## src/design/rhpm_pkg.sv

```systemverilog
`timescale 1ns / 1ps
// ----------------------------------------------------------------------------
// rhpm_pkg
// Shared types and constants of the rolling hash pattern match counter.
// ----------------------------------------------------------------------------
package rhpm_pkg;

    localparam int BYTE_W     = 8;
    localparam int PAT_BYTES  = 32;
    localparam int PAT_W      = PAT_BYTES * BYTE_W;
    localparam int LEN_REG_W  = 6;
    localparam int APB_ADDR_W = 6;
    localparam int APB_DATA_W = 64;
    localparam int REG_IDX_W  = 3;
    localparam int QUEUE_DEPTH = 4;
    localparam int QPTR_W     = $clog2(QUEUE_DEPTH);
    localparam int QCNT_W     = $clog2(QUEUE_DEPTH + 1);
    localparam int TOTAL_W    = 32;

    typedef enum logic [REG_IDX_W-1:0] {
        REG_LENGTH  = 3'd0,
        REG_PAT_LO  = 3'd1,
        REG_PAT_MLO = 3'd2,
        REG_PAT_MHI = 3'd3,
        REG_PAT_HI  = 3'd4
    } reg_idx_t;

    typedef logic [PAT_W-1:0] pattern_t;

    // classified word passed from the front to the back
    typedef struct packed {
        logic match;
        logic last;
    } rhpm_word_t;

endpackage

```

## src/design/rolling_hash_pattern_match_counter.sv

```systemverilog
`timescale 1ns / 1ps
// ----------------------------------------------------------------------------
// rolling_hash_pattern_match_counter
// Counts exact overlapping occurrences of a configured pattern in a byte
// stream; one result word per text byte.
// ----------------------------------------------------------------------------
// Path: an accepted byte is classified in the front and written into the
//   queue, then the back moves it into the result register.
// Throughput: one byte per cycle while the queue has room, set by the window
//   compare in the front and the counter update in the back.
// Reset: text state cleared, pattern_length reads 1, pattern bytes read 0.
module rolling_hash_pattern_match_counter #(
    parameter int MAX_PATTERN = 32,
    parameter int COUNT_WIDTH = 32
) (
    input  logic                            clk,
    input  logic                            rst_n,
    input  logic                            push,
    output logic                            full,
    input  logic [rhpm_pkg::BYTE_W-1:0]     text_byte,
    input  logic                            last_byte,
    output logic                            empty,
    input  logic                            pop,
    output logic                            match_ends_here,
    output logic [rhpm_pkg::TOTAL_W-1:0]    match_total,
    output logic                            text_done,
    input  logic                            psel,
    input  logic                            penable,
    input  logic                            pwrite,
    input  logic [rhpm_pkg::APB_ADDR_W-1:0] paddr,
    input  logic [rhpm_pkg::APB_DATA_W-1:0] pwdata,
    output logic [rhpm_pkg::APB_DATA_W-1:0] prdata,
    output logic                            pready
);
    import rhpm_pkg::*;

    logic [LEN_REG_W-1:0]  length_reg;
    logic [APB_DATA_W-1:0] pat_reg [4];
    logic                  cfg_wr;
    reg_idx_t              idx;
    logic                  len_clear;
    pattern_t              pattern;

    logic                  q_full;
    logic                  q_wr;
    rhpm_word_t            q_wdata;
    logic                  q_rd;
    rhpm_word_t            q_rdata;
    logic                  q_nonempty;

    assign pready    = 1'b1;
    assign cfg_wr    = psel && penable && pwrite;
    assign idx       = reg_idx_t'(paddr[APB_ADDR_W-1 -: REG_IDX_W]);
    assign len_clear = cfg_wr && (idx == REG_LENGTH);
    assign pattern   = {pat_reg[3], pat_reg[2], pat_reg[1], pat_reg[0]};

    always_ff @(posedge clk or negedge rst_n)
    begin
        if (!rst_n)
        begin
            length_reg <= LEN_REG_W'(1);
            for (int i = 0; i < 4; i++)
            begin
                pat_reg[i] <= '0;
            end
        end
        else if (cfg_wr)
        begin
            unique case (idx)
                REG_LENGTH:  length_reg <= pwdata[LEN_REG_W-1:0];
                REG_PAT_LO:  pat_reg[0] <= pwdata;
                REG_PAT_MLO: pat_reg[1] <= pwdata;
                REG_PAT_MHI: pat_reg[2] <= pwdata;
                REG_PAT_HI:  pat_reg[3] <= pwdata;
                default:     ;
            endcase
        end
    end

    always_comb
    begin
        unique case (idx)
            REG_LENGTH:  prdata = APB_DATA_W'(length_reg);
            REG_PAT_LO:  prdata = pat_reg[0];
            REG_PAT_MLO: prdata = pat_reg[1];
            REG_PAT_MHI: prdata = pat_reg[2];
            REG_PAT_HI:  prdata = pat_reg[3];
            default:     prdata = '0;
        endcase
    end

    rhpm_front #(
        .MAX_PATTERN (MAX_PATTERN)
    ) u_front (
        .clk            (clk),
        .rst_n          (rst_n),
        .clear          (len_clear),
        .pattern_length (length_reg),
        .pattern        (pattern),
        .push           (push),
        .text_byte      (text_byte),
        .last_byte      (last_byte),
        .q_full         (q_full),
        .full           (full),
        .q_wr           (q_wr),
        .q_wdata        (q_wdata)
    );

    rhpm_queue u_queue (
        .clk      (clk),
        .rst_n    (rst_n),
        .wr       (q_wr),
        .wdata    (q_wdata),
        .full     (q_full),
        .rd       (q_rd),
        .rdata    (q_rdata),
        .nonempty (q_nonempty)
    );

    rhpm_back #(
        .COUNT_WIDTH (COUNT_WIDTH)
    ) u_back (
        .clk             (clk),
        .rst_n           (rst_n),
        .clear           (len_clear),
        .q_nonempty      (q_nonempty),
        .q_rdata         (q_rdata),
        .q_rd            (q_rd),
        .pop             (pop),
        .empty           (empty),
        .match_ends_here (match_ends_here),
        .match_total     (match_total),
        .text_done       (text_done)
    );

endmodule

```

## src/design/rhpm_front.sv

```systemverilog
`timescale 1ns / 1ps
// ----------------------------------------------------------------------------
// rhpm_front
// Accepts text bytes, keeps the aligned window and classifies each byte as
// match or no match by a parallel compare against the pattern.
// ----------------------------------------------------------------------------
module rhpm_front #(
    parameter int MAX_PATTERN = 32
) (
    input  logic                           clk,
    input  logic                           rst_n,
    input  logic                           clear,
    input  logic [rhpm_pkg::LEN_REG_W-1:0] pattern_length,
    input  rhpm_pkg::pattern_t             pattern,
    input  logic                           push,
    input  logic [rhpm_pkg::BYTE_W-1:0]    text_byte,
    input  logic                           last_byte,
    input  logic                           q_full,
    output logic                           full,
    output logic                           q_wr,
    output rhpm_pkg::rhpm_word_t           q_wdata
);
    import rhpm_pkg::*;

    localparam int LEN_W = $clog2(MAX_PATTERN + 1);

    // window aligned to the pattern: entry i is compared with pattern byte i,
    // the newest byte enters at entry len-1
    logic [BYTE_W-1:0] align_reg  [MAX_PATTERN];
    logic [BYTE_W-1:0] align_next [MAX_PATTERN];
    logic [LEN_W-1:0]  seen_reg;
    logic [LEN_W-1:0]  seen_next;
    logic [LEN_W-1:0]  len_eff;
    logic [LEN_W-1:0]  len_m1;
    logic [6:0]        len_raw7;
    logic [MAX_PATTERN-1:0] pos_ok;
    logic              accept;

    always_comb
    begin
        len_raw7 = 7'(pattern_length);
        priority if (len_raw7 == 7'd0)
        begin
            len_eff = LEN_W'(1);
        end
        else if (len_raw7 > 7'(MAX_PATTERN))
        begin
            len_eff = LEN_W'(MAX_PATTERN);
        end
        else
        begin
            len_eff = LEN_W'(len_raw7);
        end
        len_m1 = len_eff - LEN_W'(1);
    end

    assign full   = q_full;
    assign accept = push && !q_full;

    genvar gi;
    generate
        for (gi = 0; gi < MAX_PATTERN; gi++)
        begin : g_win
            logic [BYTE_W-1:0] pat_b;
            if (gi < PAT_BYTES)
            begin : g_pat
                assign pat_b = pattern[gi*BYTE_W +: BYTE_W];
            end
            else
            begin : g_zero
                assign pat_b = '0;
            end

            if (gi < MAX_PATTERN - 1)
            begin : g_shift
                assign align_next[gi] = (LEN_W'(gi) == len_m1) ? text_byte
                                                               : align_reg[gi+1];
            end
            else
            begin : g_end
                assign align_next[gi] = text_byte;
            end

            assign pos_ok[gi] = (LEN_W'(gi) >= len_eff) || (align_next[gi] == pat_b);
        end
    endgenerate

    always_comb
    begin
        seen_next = (seen_reg < len_eff) ? seen_reg + LEN_W'(1) : seen_reg;
    end

    assign q_wr          = accept;
    assign q_wdata.match = (&pos_ok) && (seen_next == len_eff);
    assign q_wdata.last  = last_byte;

    always_ff @(posedge clk or negedge rst_n)
    begin
        if (!rst_n)
        begin
            seen_reg <= '0;
        end
        else if (clear)
        begin
            seen_reg <= '0;
        end
        else if (accept)
        begin
            seen_reg <= last_byte ? '0 : seen_next;
        end
    end

    always_ff @(posedge clk)
    begin
        if (accept)
        begin
            for (int i = 0; i < MAX_PATTERN; i++)
            begin
                align_reg[i] <= align_next[i];
            end
        end
    end

endmodule

```

## src/design/rhpm_queue.sv

```systemverilog
`timescale 1ns / 1ps
// ----------------------------------------------------------------------------
// rhpm_queue
// Short queue of classified words between the front and the back.
// ----------------------------------------------------------------------------
module rhpm_queue (
    input  logic                 clk,
    input  logic                 rst_n,
    input  logic                 wr,
    input  rhpm_pkg::rhpm_word_t wdata,
    output logic                 full,
    input  logic                 rd,
    output rhpm_pkg::rhpm_word_t rdata,
    output logic                 nonempty
);
    import rhpm_pkg::*;

    rhpm_word_t        mem_reg [QUEUE_DEPTH];
    logic [QPTR_W-1:0] wptr_reg;
    logic [QPTR_W-1:0] rptr_reg;
    logic [QCNT_W-1:0] count_reg;
    logic [QCNT_W-1:0] count_next;

    assign full     = (count_reg == QCNT_W'(QUEUE_DEPTH));
    assign nonempty = (count_reg != '0);
    assign rdata    = mem_reg[rptr_reg];

    always_comb
    begin
        count_next = count_reg;
        if (wr && !rd)
        begin
            count_next = count_reg + QCNT_W'(1);
        end
        else if (rd && !wr)
        begin
            count_next = count_reg - QCNT_W'(1);
        end
    end

    always_ff @(posedge clk or negedge rst_n)
    begin
        if (!rst_n)
        begin
            wptr_reg  <= '0;
            rptr_reg  <= '0;
            count_reg <= '0;
        end
        else
        begin
            if (wr)
            begin
                wptr_reg <= wptr_reg + QPTR_W'(1);
            end
            if (rd)
            begin
                rptr_reg <= rptr_reg + QPTR_W'(1);
            end
            count_reg <= count_next;
        end
    end

    always_ff @(posedge clk)
    begin
        if (wr)
        begin
            mem_reg[wptr_reg] <= wdata;
        end
    end

endmodule

```

## src/design/rhpm_back.sv

```systemverilog
`timescale 1ns / 1ps
// ----------------------------------------------------------------------------
// rhpm_back
// Takes classified words, keeps the saturating match count and holds the
// result word for the consumer.
// ----------------------------------------------------------------------------
module rhpm_back #(
    parameter int COUNT_WIDTH = 32
) (
    input  logic                         clk,
    input  logic                         rst_n,
    input  logic                         clear,
    input  logic                         q_nonempty,
    input  rhpm_pkg::rhpm_word_t         q_rdata,
    output logic                         q_rd,
    input  logic                         pop,
    output logic                         empty,
    output logic                         match_ends_here,
    output logic [rhpm_pkg::TOTAL_W-1:0] match_total,
    output logic                         text_done
);
    import rhpm_pkg::*;

    logic [COUNT_WIDTH-1:0] cnt_reg;
    logic [COUNT_WIDTH-1:0] cnt_inc;
    logic                   out_valid_reg;
    logic                   match_reg;
    logic [TOTAL_W-1:0]     total_reg;
    logic                   done_reg;
    logic                   take;

    // advance when the result slot is free or being drained this cycle
    assign take = q_nonempty && (!out_valid_reg || pop);
    assign q_rd = take;

    assign cnt_inc = (q_rdata.match && (cnt_reg != '1)) ? cnt_reg + COUNT_WIDTH'(1)
                                                         : cnt_reg;

    assign empty           = !out_valid_reg;
    assign match_ends_here = match_reg;
    assign match_total     = total_reg;
    assign text_done       = done_reg;

    always_ff @(posedge clk or negedge rst_n)
    begin
        if (!rst_n)
        begin
            cnt_reg       <= '0;
            out_valid_reg <= 1'b0;
        end
        else
        begin
            if (take)
            begin
                out_valid_reg <= 1'b1;
            end
            else if (pop)
            begin
                out_valid_reg <= 1'b0;
            end

            if (clear)
            begin
                cnt_reg <= '0;
            end
            else if (take)
            begin
                cnt_reg <= q_rdata.last ? '0 : cnt_inc;
            end
        end
    end

    always_ff @(posedge clk)
    begin
        if (take)
        begin
            match_reg <= q_rdata.match;
            total_reg <= TOTAL_W'(cnt_inc);
            done_reg  <= q_rdata.last;
        end
    end

`ifndef SYNTHESIS
    a_last_clears: assert property (@(posedge clk) disable iff (!rst_n)
        (take && q_rdata.last) |=> (cnt_reg == '0))
        else $error("count not cleared after final word");

    a_count_monotonic: assert property (@(posedge clk) disable iff (!rst_n)
        (take && !q_rdata.last && !clear) |=> (cnt_reg >= $past(cnt_reg)))
        else $error("match count went backward within a text");

    a_take_fills: assert property (@(posedge clk) disable iff (!rst_n)
        take |=> out_valid_reg)
        else $error("taken word did not reach the result slot");
`endif

endmodule
```

## config.mk

```make
export PLATFORM = sky130hd
export DESIGN_NAME = rolling_hash_pattern_match_counter
export DESIGN_NICKNAME = d
export VERILOG_FILES = /design/src/design/rhpm_pkg.sv /design/src/design/rolling_hash_pattern_match_counter.sv /design/src/design/rhpm_front.sv /design/src/design/rhpm_queue.sv /design/src/design/rhpm_back.sv
export SDC_FILE = /design/constraint.sdc
export NUM_CORES = 1
export LEC_CHECK = 0
export BUFFER_PORTS_ARGS = -buffer_cell sky130_fd_sc_hd__buf_2
export CAP_MARGIN = 20
export CORE_UTILIZATION = 40
export CTS_BUF_LIST = sky130_fd_sc_hd__clkbuf_8 sky130_fd_sc_hd__clkbuf_16
export CTS_CLUSTER_SIZE = 25
export DETAILED_ROUTE_END_ITERATION = 10
export SKIP_LAST_GASP = 1
export SLEW_MARGIN = 40
export SYNTH_ARGS = -nofsm -noshare
export SYNTH_HDL_FRONTEND = slang
export SYNTH_SLANG_ARGS = --single-unit
```

## constraint.sdc

```tcl
create_clock -name clk -period 29.4 [get_ports clk]
set_clock_uncertainty 0.1 [all_clocks]
set_input_delay 1.47 -clock clk [delete_from_list [all_inputs] [get_ports clk]]
set_output_delay 1.47 -clock clk [all_outputs]
set_load 0.02 [all_outputs]
```

# After elaboration in Yosys (flattened, before gate mapping)

Memory sizes are Yosys's and may differ from the RTL's.
Index checks and enable logic that the tools add are counted.

Equal/unequal tests: 69
Reduce and logical (&&, ||, !) cells: 60
$add $sub $neg: 7
Mux-type cells: 48
Order comparisons: 34

Operators with widths:

| operator                                                                            | number |
|---|---|
| 64-bit one-hot mux with 5 select lines                                              | 1 |
| 8-bit == test                                                                       | 32 |
| 8-bit 2-to-1 mux                                                                    | 31 |
| 32-bit 2-to-1 mux                                                                   | 4 |
| 5-bit by 6-bit greater-or-equal comparator with 1-bit output (first input constant) | 16 |
| 5-bit by 6-bit == test with 1-bit output (first input constant)                     | 15 |
| 4-bit by 6-bit == test with 1-bit output (first input constant)                     | 8 |
| 4-bit by 6-bit greater-or-equal comparator with 1-bit output (first input constant) | 8 |
| 6-bit 2-to-1 mux                                                                    | 6 |
| 1-bit logical OR                                                                    | 33 |
| 32-bit by 1-bit adder with 32-bit output (second input constant)                    | 1 |
| 32-bit != test (second input constant)                                              | 1 |
| 32-bit AND reduction                                                                | 1 |
| 3-bit by 6-bit == test with 1-bit output (first input constant)                     | 4 |
| 3-bit by 6-bit greater-or-equal comparator with 1-bit output (first input constant) | 4 |
| 2-bit by 6-bit == test with 1-bit output (first input constant)                     | 2 |
| 1-bit by 6-bit greater-or-equal comparator with 1-bit output (first input constant) | 2 |
| 2-bit by 6-bit greater-or-equal comparator with 1-bit output (first input constant) | 2 |
| 6-bit zero test                                                                     | 2 |
| 2-bit AND reduction                                                                 | 5 |
| 1-bit logical AND                                                                   | 9 |
| 2-bit nonzero test                                                                  | 4 |
| 6-bit by 1-bit adder with 6-bit output (second input constant)                      | 1 |
| 1-bit by 6-bit == test with 1-bit output (first input constant)                     | 1 |
| other kinds (15)                                                                    | 25 |

Output and inout port bits: 101
Bits in registers: 342
RAM bits: 264
Memories: 2

Memories:

| name              | words | width | rd ports | clocked after Yosys merged registers in | wr ports | RTL line         | source |
|---|---|---|---|---|---|---|---|
| u_front.align_reg | 32    | 8     | 31       | 0                                       | 32       | rhpm_front.sv:29 | `logic [BYTE_W-1:0] align_reg [MAX_PATTERN];` |
| u_queue.mem_reg   | 4     | 2     | 1        | 0                                       | 1        | rhpm_queue.sv:18 | `rhpm_word_t mem_reg [QUEUE_DEPTH];` |

# Logic depth before layout (Yosys ltp)

Gate-level depths: netlist of run 1.

Word-level depth: 10
Depth in mapped cells: 15

# Modules after synthesis

Synthesis of run 1 repeated with hierarchy kept, for this count alone.

Cells, all modules: 2475
Area, all modules: 31167.4 um^2

Modules (own cells, without submodules):

| module                             | area an instance (um^2) | instances | seq. area each (um^2) | cells an instance |
|---|---|---|---|---|
| rhpm_front                         | 15249.6                 | 1         | 7597.3                | 1285 |
| rolling_hash_pattern_match_counter | 11672.4                 | 1         | 6557.5                | 808 |
| rhpm_back                          | 3560.9                  | 1         | 1846.8                | 338 |
| rhpm_queue                         | 684.4                   | 1         | 415.4                 | 44 |

# Worst setup path before layout of run 1

OpenSTA, ideal clock, no wires.

Path kind: input to register
Start: in push
End: reg u_queue.count_reg[2]
Stages on the path: 8
Setup time: 79 ps
Buffers on the path: 1
Path slack: 18743 ps
Data arrival time: 10478 ps
Cell sequence: nor2b_1 > clkbuf_1 > ha_1 > inv_1 > fa_1 > xor2_1 > nor2_1 > xor2_1

Word-level cells in the longest chain between the ends: 4

RTL lines:

| item                         | RTL line                                 | source |
|---|---|---|
| start: declaration           | rolling_hash_pattern_match_counter.sv:18 | `input logic push,` |
| 1-bit logical AND *          | rhpm_front.sv:58                         | `assign accept = push && !q_full;` |
| net q_wr                     | rolling_hash_pattern_match_counter.sv:45 | `logic q_wr;` |
| 1-bit zero test              | rhpm_queue.sv:35                         | `else if (rd && !wr)` |
| 1-bit logical AND            | rhpm_queue.sv:35                         |  |
| 2-bit nonzero test (no line) | -                                        |  |
| end signal: assignment       | rhpm_queue.sv:59                         | `count_reg <= count_next;` |
| end: declaration             | rhpm_queue.sv:21                         | `logic [QCNT_W-1:0] count_reg;` |

Mark *: on every way through the listed nets, which the timed path passes. The rest lies on a longest branch.
A chain may end at the register's enable or synchronous reset.

==> flow_metrics.env, run 1 <==
export IMPL_syn_cell_area_um2=31600
export IMPL_final_layout_size_suffix_gt1_share_pct=27.6
export IMPL_comb_pwr_share_pct=24.7
export IMPL_hp_class="flop to flop"
export IMPL_insertion_delay_ps=620
export IMPL_path_class="flop to flop"
export IMPL_post_dp_hpwl_um=70700
export IMPL_power_switching_fraction_pct=33.4
export IMPL_pin_count_of_the_biggest_net_entering_global_routing=114
export IMPL_number_of_warning_messages_in_the_yosys_log=0
export IMPL_critical_path_top_delay_family="simple AND/OR/NAND/NOR gates"
export IMPL_worst_setup_path_start_kind="flop"
export IMPL_max_clock_path_buffers=3
export IMPL_cp_end_kind="flop"
export IMPL_synthesized_area_fraction_occupied_by_ao_oa_aoi_and_oai_cells_pct=12.5
export IMPL_xor_xnor_cell_area_share_of_the_yosys_netlist_pct=5.24
export IMPL_initialDrtViolationCount=2318
export IMPL_period_share_pct=18.5
export IMPL_antenna_violation_net_count_after_detailed_routing=0
export IMPL_register_area_um2=16400
export IMPL_worstPathCellList="and2_1, buf_4, nand2_1, mux2_2, xor2_1, o41ai_1, o21ai_0, nor4_1, nand4b_1, nor4_2"
export IMPL_maximum_cell_stage_delay_along_the_critical_path_ps=890
export IMPL_number_of_primary_i_o_pins=187
export IMPL_layout_cell_area_non_filler_um2=36100
export IMPL_clkTransAtPathRegs_ps=60
export IMPL_power_report_internal_total_uw=1890
export IMPL_htree_levels=3
export IMPL_run_status="finished clean"
export IMPL_setup_repair_after_global_routing_missed_its_margin="false"
export IMPL_synth_edf_count=290
export IMPL_fillCellCount=7089
export IMPL_power_net_switching_uw=948
export IMPL_chipWidth_um=283
export IMPL_multi_input_area_um2=14500
export IMPL_cts_stage_hold_buffer_count=0
export IMPL_synth_adder_area_share_pct=0.570
export IMPL_finalHoldViolCount=0
export IMPL_maxCapViolations=0
export IMPL_timing_critical_path_fanout_max=38
export IMPL_proportion_of_synthesized_chip_area_in_sequential_cells_pct=52.0
export IMPL_die_height_um=283
export IMPL_crit_slowest_cell="sky130_fd_sc_hd__dfrtp_1"
export IMPL_power_density_cell_area_nw_per_um2=78.5
export IMPL_grt_overflow_total=0
export IMPL_place_area_um2=33700
export IMPL_layout_area_overhead_vs_synth_pct=14.2
export IMPL_grt_total_usage_pct=25.8
export IMPL_most_common_layout_cells="sky130_fd_sc_hd__mux2_2, sky130_fd_sc_hd__dfrtp_1, sky130_fd_sc_hd__edfxtp_1"
export IMPL_cts_inserted_buffers=68
export IMPL_synth_top_cell_by_area="sky130_fd_sc_hd__edfxtp_1"
export IMPL_finish_net_count=2991
export IMPL_largest_reg_flops=256
export IMPL_postSynth_asyncResetShare_pct=51.5
export IMPL_synth_register_bits=598
export IMPL_wire_length_of_the_first_global_routing_pass_um=156000
export IMPL_gpl_final_weighted_congestion=0.920
export IMPL_final_setup_worst_slack_ps=23950
export IMPL_port_buffer_count=182
export IMPL_floorplan_die_area_um2=80100
export IMPL_power_leakage_uw=0.0149
export IMPL_ys_top_cells_by_area="sky130_fd_sc_hd__edfxtp_1, sky130_fd_sc_hd__dfrtp_1, sky130_fd_sc_hd__mux2_2, sky130_fd_sc_hd__a22oi_1, sky130_fd_sc_hd__xor2_1"
export IMPL_share_seq_of_total_power_pct=44.3
export IMPL_numClockSinks=598
export IMPL_tritoncts_clock_tree="built"
export IMPL_cts_repair_resize_count=0
export IMPL_cts_root_buf="sky130_fd_sc_hd__clkbuf_16"
export IMPL_synth_top_family_by_area="multiplexers"
export IMPL_dp_worst_setup_slack_ps=23780
export IMPL_final_max_slew_viol_count=0
export IMPL_synthesis_area_per_instance_um2=11.4
export IMPL_route_detailed_drc=0
export IMPL_muxShareOfSynthArea_pct=14.1
export IMPL_drt_pass1_iterations=6
export IMPL_max_freq_mhz=183
export IMPL_route_detailed_vias_per_inst=6.06
export IMPL_final_min_clock_period_ps=5450
export IMPL_routed_wl_um=105000
export IMPL_mostFrequentLayoutCell="sky130_fd_sc_hd__mux2_2"
export IMPL_arrival_ps=5690
export IMPL_routed_via_count=24200
export IMPL_fin_tns_setup_ps=0
export IMPL_critical_path_required_ps=29640
export IMPL_postSynthCellCount=2776
export IMPL_post_cts_setup_buffer_count=0
export IMPL_leading_register_cell_type_out_of_synthesis="sky130_fd_sc_hd__dfrtp_1"
export IMPL_synth_net_count=2875
export IMPL_grt_pass1_vias=23700
export IMPL_power_clock_fraction_pct=31.0
export IMPL_core_area_um2=77800
export IMPL_critical_path_buf_inv_count=1
export IMPL_number_of_unique_standard_cell_types_used_by_synthesis=75
export IMPL_synthesized_area_fraction_occupied_by_and_or_nand_nor_cells_pct=12.8
export IMPL_rows=102
export IMPL_ir_drop_v=0.0000521
export IMPL_floorplan_initialDensity_pct=40.6
export IMPL_finalSetupViolations=0
export IMPL_tightestPinTransition_ps=925
export IMPL_total_power_uw=2840
export IMPL_detail_route_wl_per_cell_um=26.4
export IMPL_number_of_antenna_violations_at_the_first_check_in_global_routing=5
export IMPL_synthDominantCellAreaShare_pct=27.6
export IMPL_max_slew_margin_pct=37.5
[synth_stat cells, drive strengths merged, types with 10 or more instances]
cell	count
and2	11
nor3	51
a22o	12
a21o	15
inv	43
nor2b	10
mux2i	22
o2111ai	10
o21ai	152
clkbuf	149
or3	24
a22oi	130
nor4	33
and3	95
buf	36
edfxtp	290
a211oi	18
dfrtp	307
a21oi	45
xor2	100
o21a	41
nand4	67
mux2	371
a21boi	62
nor2	80
or2	62
nand3	50
nand2	216
or4	24
ha	12
o22ai	35
xnor2	89
o211ai	25
o31ai	12
[layout make-up]
type	count	area share, %
sequential	598	45.5
timing repair buffer	231	3.85
clock inverter	39	0.943
tap	1040	3.60
multi-input combinational	1949	40.1
clock buffer	86	5.56
antenna	3	0.0208
inverter	44	0.458
[power by group through the flow]
stage | logic [uW] | registers (uW) | clock network (uW)
floorplan | 468 | 1230 | 0
global placement | 668 | 1260 | 0
detailed placement | 689 | 1270 | 0
CTS | 693 | 1250 | 892
global route | 756 | 1270 | 923
finish | 701 | 1260 | 878
[metrics by stage]
stage               hold slack, ps  std cells  util (%)
floorplan                      356       2776         -
finish                         396       3990      46.4
global placement               372       3859      43.1
global route                   420       3989      46.4
CTS                            396       3985      46.3
detailed placement             384       3860      43.2
[worst register-to-register path, cell delays in order (launching register included)]
cell and delay [ps]:
sky130_fd_sc_hd__dfrtp_1 890, sky130_fd_sc_hd__and2_1 610, sky130_fd_sc_hd__buf_4 480, sky130_fd_sc_hd__nand2_1 330, sky130_fd_sc_hd__mux2_2 380, sky130_fd_sc_hd__xor2_1 150, sky130_fd_sc_hd__o41ai_1 750, sky130_fd_sc_hd__o21ai_0 220
sky130_fd_sc_hd__nor4_1 490, sky130_fd_sc_hd__nand4b_1 300, sky130_fd_sc_hd__nor4_2 490
[per-layer routing]
metal	GRT usage [%]	wire, um	up-vias
met5	0	13	-
met3	3.90	7360	217
met1	34.8	44100	12200
li1	-	-	10700
met4	9.77	4000	2
met2	41.8	50000	1094
[final timing paths]
check | depth (start not counted) | slack (ps) | end | from
max | 10 | 23950 | u_queue.mem_reg[0][1]$_DFFE_PP_ | length_reg[3]$_DFFE_PN0P_
max reg2reg | 10 | 23950 | u_queue.mem_reg[0][1]$_DFFE_PP_ | length_reg[3]$_DFFE_PN0P_
max in group asynchronous | 3 | 26920 | u_back.cnt_reg[15]$_DFFE_PN0P_ | rst_n
min | 1 | 400 | u_queue.count_reg[2]$_DFFE_PN0P_ | u_queue.count_reg[2]$_DFFE_PN0P_
min reg2reg | 1 | 400 | u_queue.count_reg[2]$_DFFE_PN0P_ | u_queue.count_reg[2]$_DFFE_PN0P_
min in group asynchronous | 1 | 680 | pat_reg[237]$_DFFE_PN0P_ | rst_n
[logic make-up (layout without fill, tap and decap cells)]
family          Yosys count  count (layout)
buf+inv                 229             400
other cells               1               4
flops                   598             598
mux                     396             396
xor+xnor                189             189
compound gates          589             589
simple gates            760             760
fa+ha+maj                14              14
Power figures use the tool's default switching activity.
==> inputs of run 2 (changes only) <==
==> constraint.sdc (replaced) <==
create_clock -name clk -period 4.98 [get_ports clk]
set_clock_uncertainty 0.1 [all_clocks]
set_input_delay 0.249 -clock clk [delete_from_list [all_inputs] [get_ports clk]]
set_output_delay 0.249 -clock clk [all_outputs]
set_load 0.02 [all_outputs]
==> flow_metrics.env, run 2 (synthesis gave the netlist of run 1 again) <==
export IMPL_run_status="finished clean"
export IMPL_tritoncts_clock_tree="built"
export IMPL_critical_path_required_ps=5380
export IMPL_finish_net_count=3104
export IMPL_worstPathCellList="nor2b_4, buf_4, nand2_1, mux2_2, xor2_1, o41ai_1, o21ai_0, nor4_1, nand4b_1, nor4_2, buf_4"
export IMPL_wire_length_of_the_first_global_routing_pass_um=158000
export IMPL_reg2reg_depth=11
export IMPL_fillCellCount=6993
export IMPL_timing_critical_path_fanout_max=22
export IMPL_die_height_um=283
export IMPL_grt_total_usage_pct=26.2
export IMPL_floorplan_die_area_um2=80100
export IMPL_cts_inserted_buffers=68
export IMPL_initialDrtViolationCount=2514
export IMPL_arrival_ps=5360
export IMPL_path_class="flop to flop"
export IMPL_antenna_violation_net_count_after_detailed_routing=0
export IMPL_period_share_pct=99.5
export IMPL_cp_end_kind="flop"
export IMPL_final_layout_size_suffix_gt1_share_pct=27.5
export IMPL_mostFrequentLayoutCell="sky130_fd_sc_hd__mux2_2"
export IMPL_grt_overflow_total=0
export IMPL_route_detailed_vias_per_inst=6.00
export IMPL_power_density_cell_area_nw_per_um2=450
export IMPL_use_met2_pct=42.4
export IMPL_ir_drop_v=0.000241
export IMPL_final_hold_worst_slack_ps=64.7
export IMPL_grtUsageMet1_pct=35.1
export IMPL_finalSetupViolations=0
export IMPL_max_slew_margin_pct=39.1
export IMPL_hp_class="primary input to flop"
export IMPL_finalHoldViolCount=0
export IMPL_fin_tns_setup_ps=0
export IMPL_setup_repair_after_global_routing_missed_its_margin="false"
export IMPL_htree_levels=3
export IMPL_rows=102
export IMPL_route_detailed_drc=0
export IMPL_worst_setup_path_start_kind="flop"
export IMPL_post_dp_hpwl_um=75000
export IMPL_worst_hold_path_num_cells=1
export IMPL_gpl_final_weighted_congestion=0.950
export IMPL_final_core_util_pct=47.5
export IMPL_clkTransAtPathRegs_ps=60
export IMPL_power_leakage_uw=0.0153
export IMPL_global_route_peak_usage_layer="met2"
export IMPL_floorplan_initialDensity_pct=40.6
export IMPL_worst_path_stages=11
export IMPL_routed_via_count=24600
export IMPL_number_of_antenna_violations_at_the_first_check_in_global_routing=0
export IMPL_critical_path_top_delay_family="simple AND/OR/NAND/NOR gates"
export IMPL_chipWidth_um=283
export IMPL_port_buffer_count=182
export IMPL_tightestPinTransition_ps=913
export IMPL_core_area_um2=77800
export IMPL_insertion_delay_ps=630
export IMPL_drt_pass1_iterations=6
export IMPL_place_area_um2=34100
export IMPL_layout_cell_area_non_filler_um2=37000
export IMPL_critical_path_buf_inv_count=2
export IMPL_numClockSinks=598
export IMPL_layout_area_overhead_vs_synth_pct=17.1
export IMPL_number_of_primary_i_o_pins=187
export IMPL_maxCapViolations=0
export IMPL_grt_pass1_vias=24200
export IMPL_final_max_slew_viol_count=0
export IMPL_pin_count_of_the_biggest_net_entering_global_routing=122
export IMPL_detail_route_wl_per_cell_um=26.1
export IMPL_routed_wl_um=107000
export IMPL_max_clock_path_buffers=3
export IMPL_cts_root_buf="sky130_fd_sc_hd__clkbuf_16"
export IMPL_critPathMostFrequentCell="sky130_fd_sc_hd__buf_4"
export IMPL_global_route_met3_utilization_pct=3.47
export IMPL_final_min_clock_period_ps=4960
export IMPL_largest_reg_flops=256
export IMPL_max_freq_mhz=202
export IMPL_crit_slowest_cell="sky130_fd_sc_hd__dfrtp_1"
export IMPL_maximum_cell_stage_delay_along_the_critical_path_ps=890
export IMPL_most_common_layout_cells="sky130_fd_sc_hd__mux2_2, sky130_fd_sc_hd__dfrtp_1, sky130_fd_sc_hd__edfxtp_1"
==> run 2: changes by cell type in the layout (fill, tap and decap cells not counted), sizes merged <==
| cell | change |
|---|---|
| dlygate4sd3 | +69 |
| buf | +43 |
| clkbuf | -9 |
| inv | +7 |
| clkinv | +3 |
| bufinv | -2 |
| clkinvlp | +2 |
| diode | -2 |
| nor2b | +1 |
==> run 2: report_power, final <==
part	internal (uW)	switching (uW)
clock network	2780	2160
registers	6450	1050
logic	1750	2440
total	11000	5650
==> run 2: final timing paths <==
check                                                 start                             endpoint  slack (ps)
min in group asynchronous                             rst_n             pat_reg[188]$_DFFE_PN0P_         510
max                               length_reg[1]$_DFFE_PN0P_      u_queue.mem_reg[0][1]$_DFFE_PP_          20
max in group asynchronous                             rst_n              pat_reg[27]$_DFFE_PN0P_        3010
min                                            text_byte[1]  u_front.align_reg[1][121]$_DFFE_PP_          60
min reg2reg                u_queue.count_reg[2]$_DFFE_PN0P_     u_queue.count_reg[2]$_DFFE_PN0P_         410
max reg2reg                       length_reg[1]$_DFFE_PN0P_      u_queue.mem_reg[0][1]$_DFFE_PP_          20
==> run 2: through the flow <==
stage | setup WS, ps | power (uW) | cells
global placement | 276 | 11500 | 3902
global route | 2.49 | 17300 | 4101
finish | 24.1 | 16600 | 4102
floorplan | 744 | 9890 | 2776
detailed placement | 208 | 11600 | 3904
CTS | 183 | 16700 | 4098
==> run 2: layer usage <==
metal  vias to the layer above  share of wire [%]
met2                      1093                 47
met1                     12400                 42
li1                      10900                  -
met3                       243                6.1
met5                         -                  0
met4                         0                4.6
==> run 2: layout make-up <==
| class | instances | area (um2) | share of cell area (%) |
|---|---|---|---|
| antenna | 1 | 2.50 | 0.00676 |
| clock buffer | 77 | 1870 | 5.06 |
| clock inverter | 49 | 328 | 0.886 |
| inverter | 44 | 165 | 0.446 |
| multi-input combinational | 1950 | 14500 | 39.1 |
| sequential | 598 | 16400 | 44.4 |
| tap | 1040 | 1300 | 3.52 |
| timing repair buffer | 343 | 2460 | 6.65 |
==> run 2: repair_timing <==
item                                   CTS  global route
hold buffers                            68             1
setup buffers                            0             0
resized for setup                        0             2
setup endpoints to repair                0             4
endpoints found under the hold margin  365             3
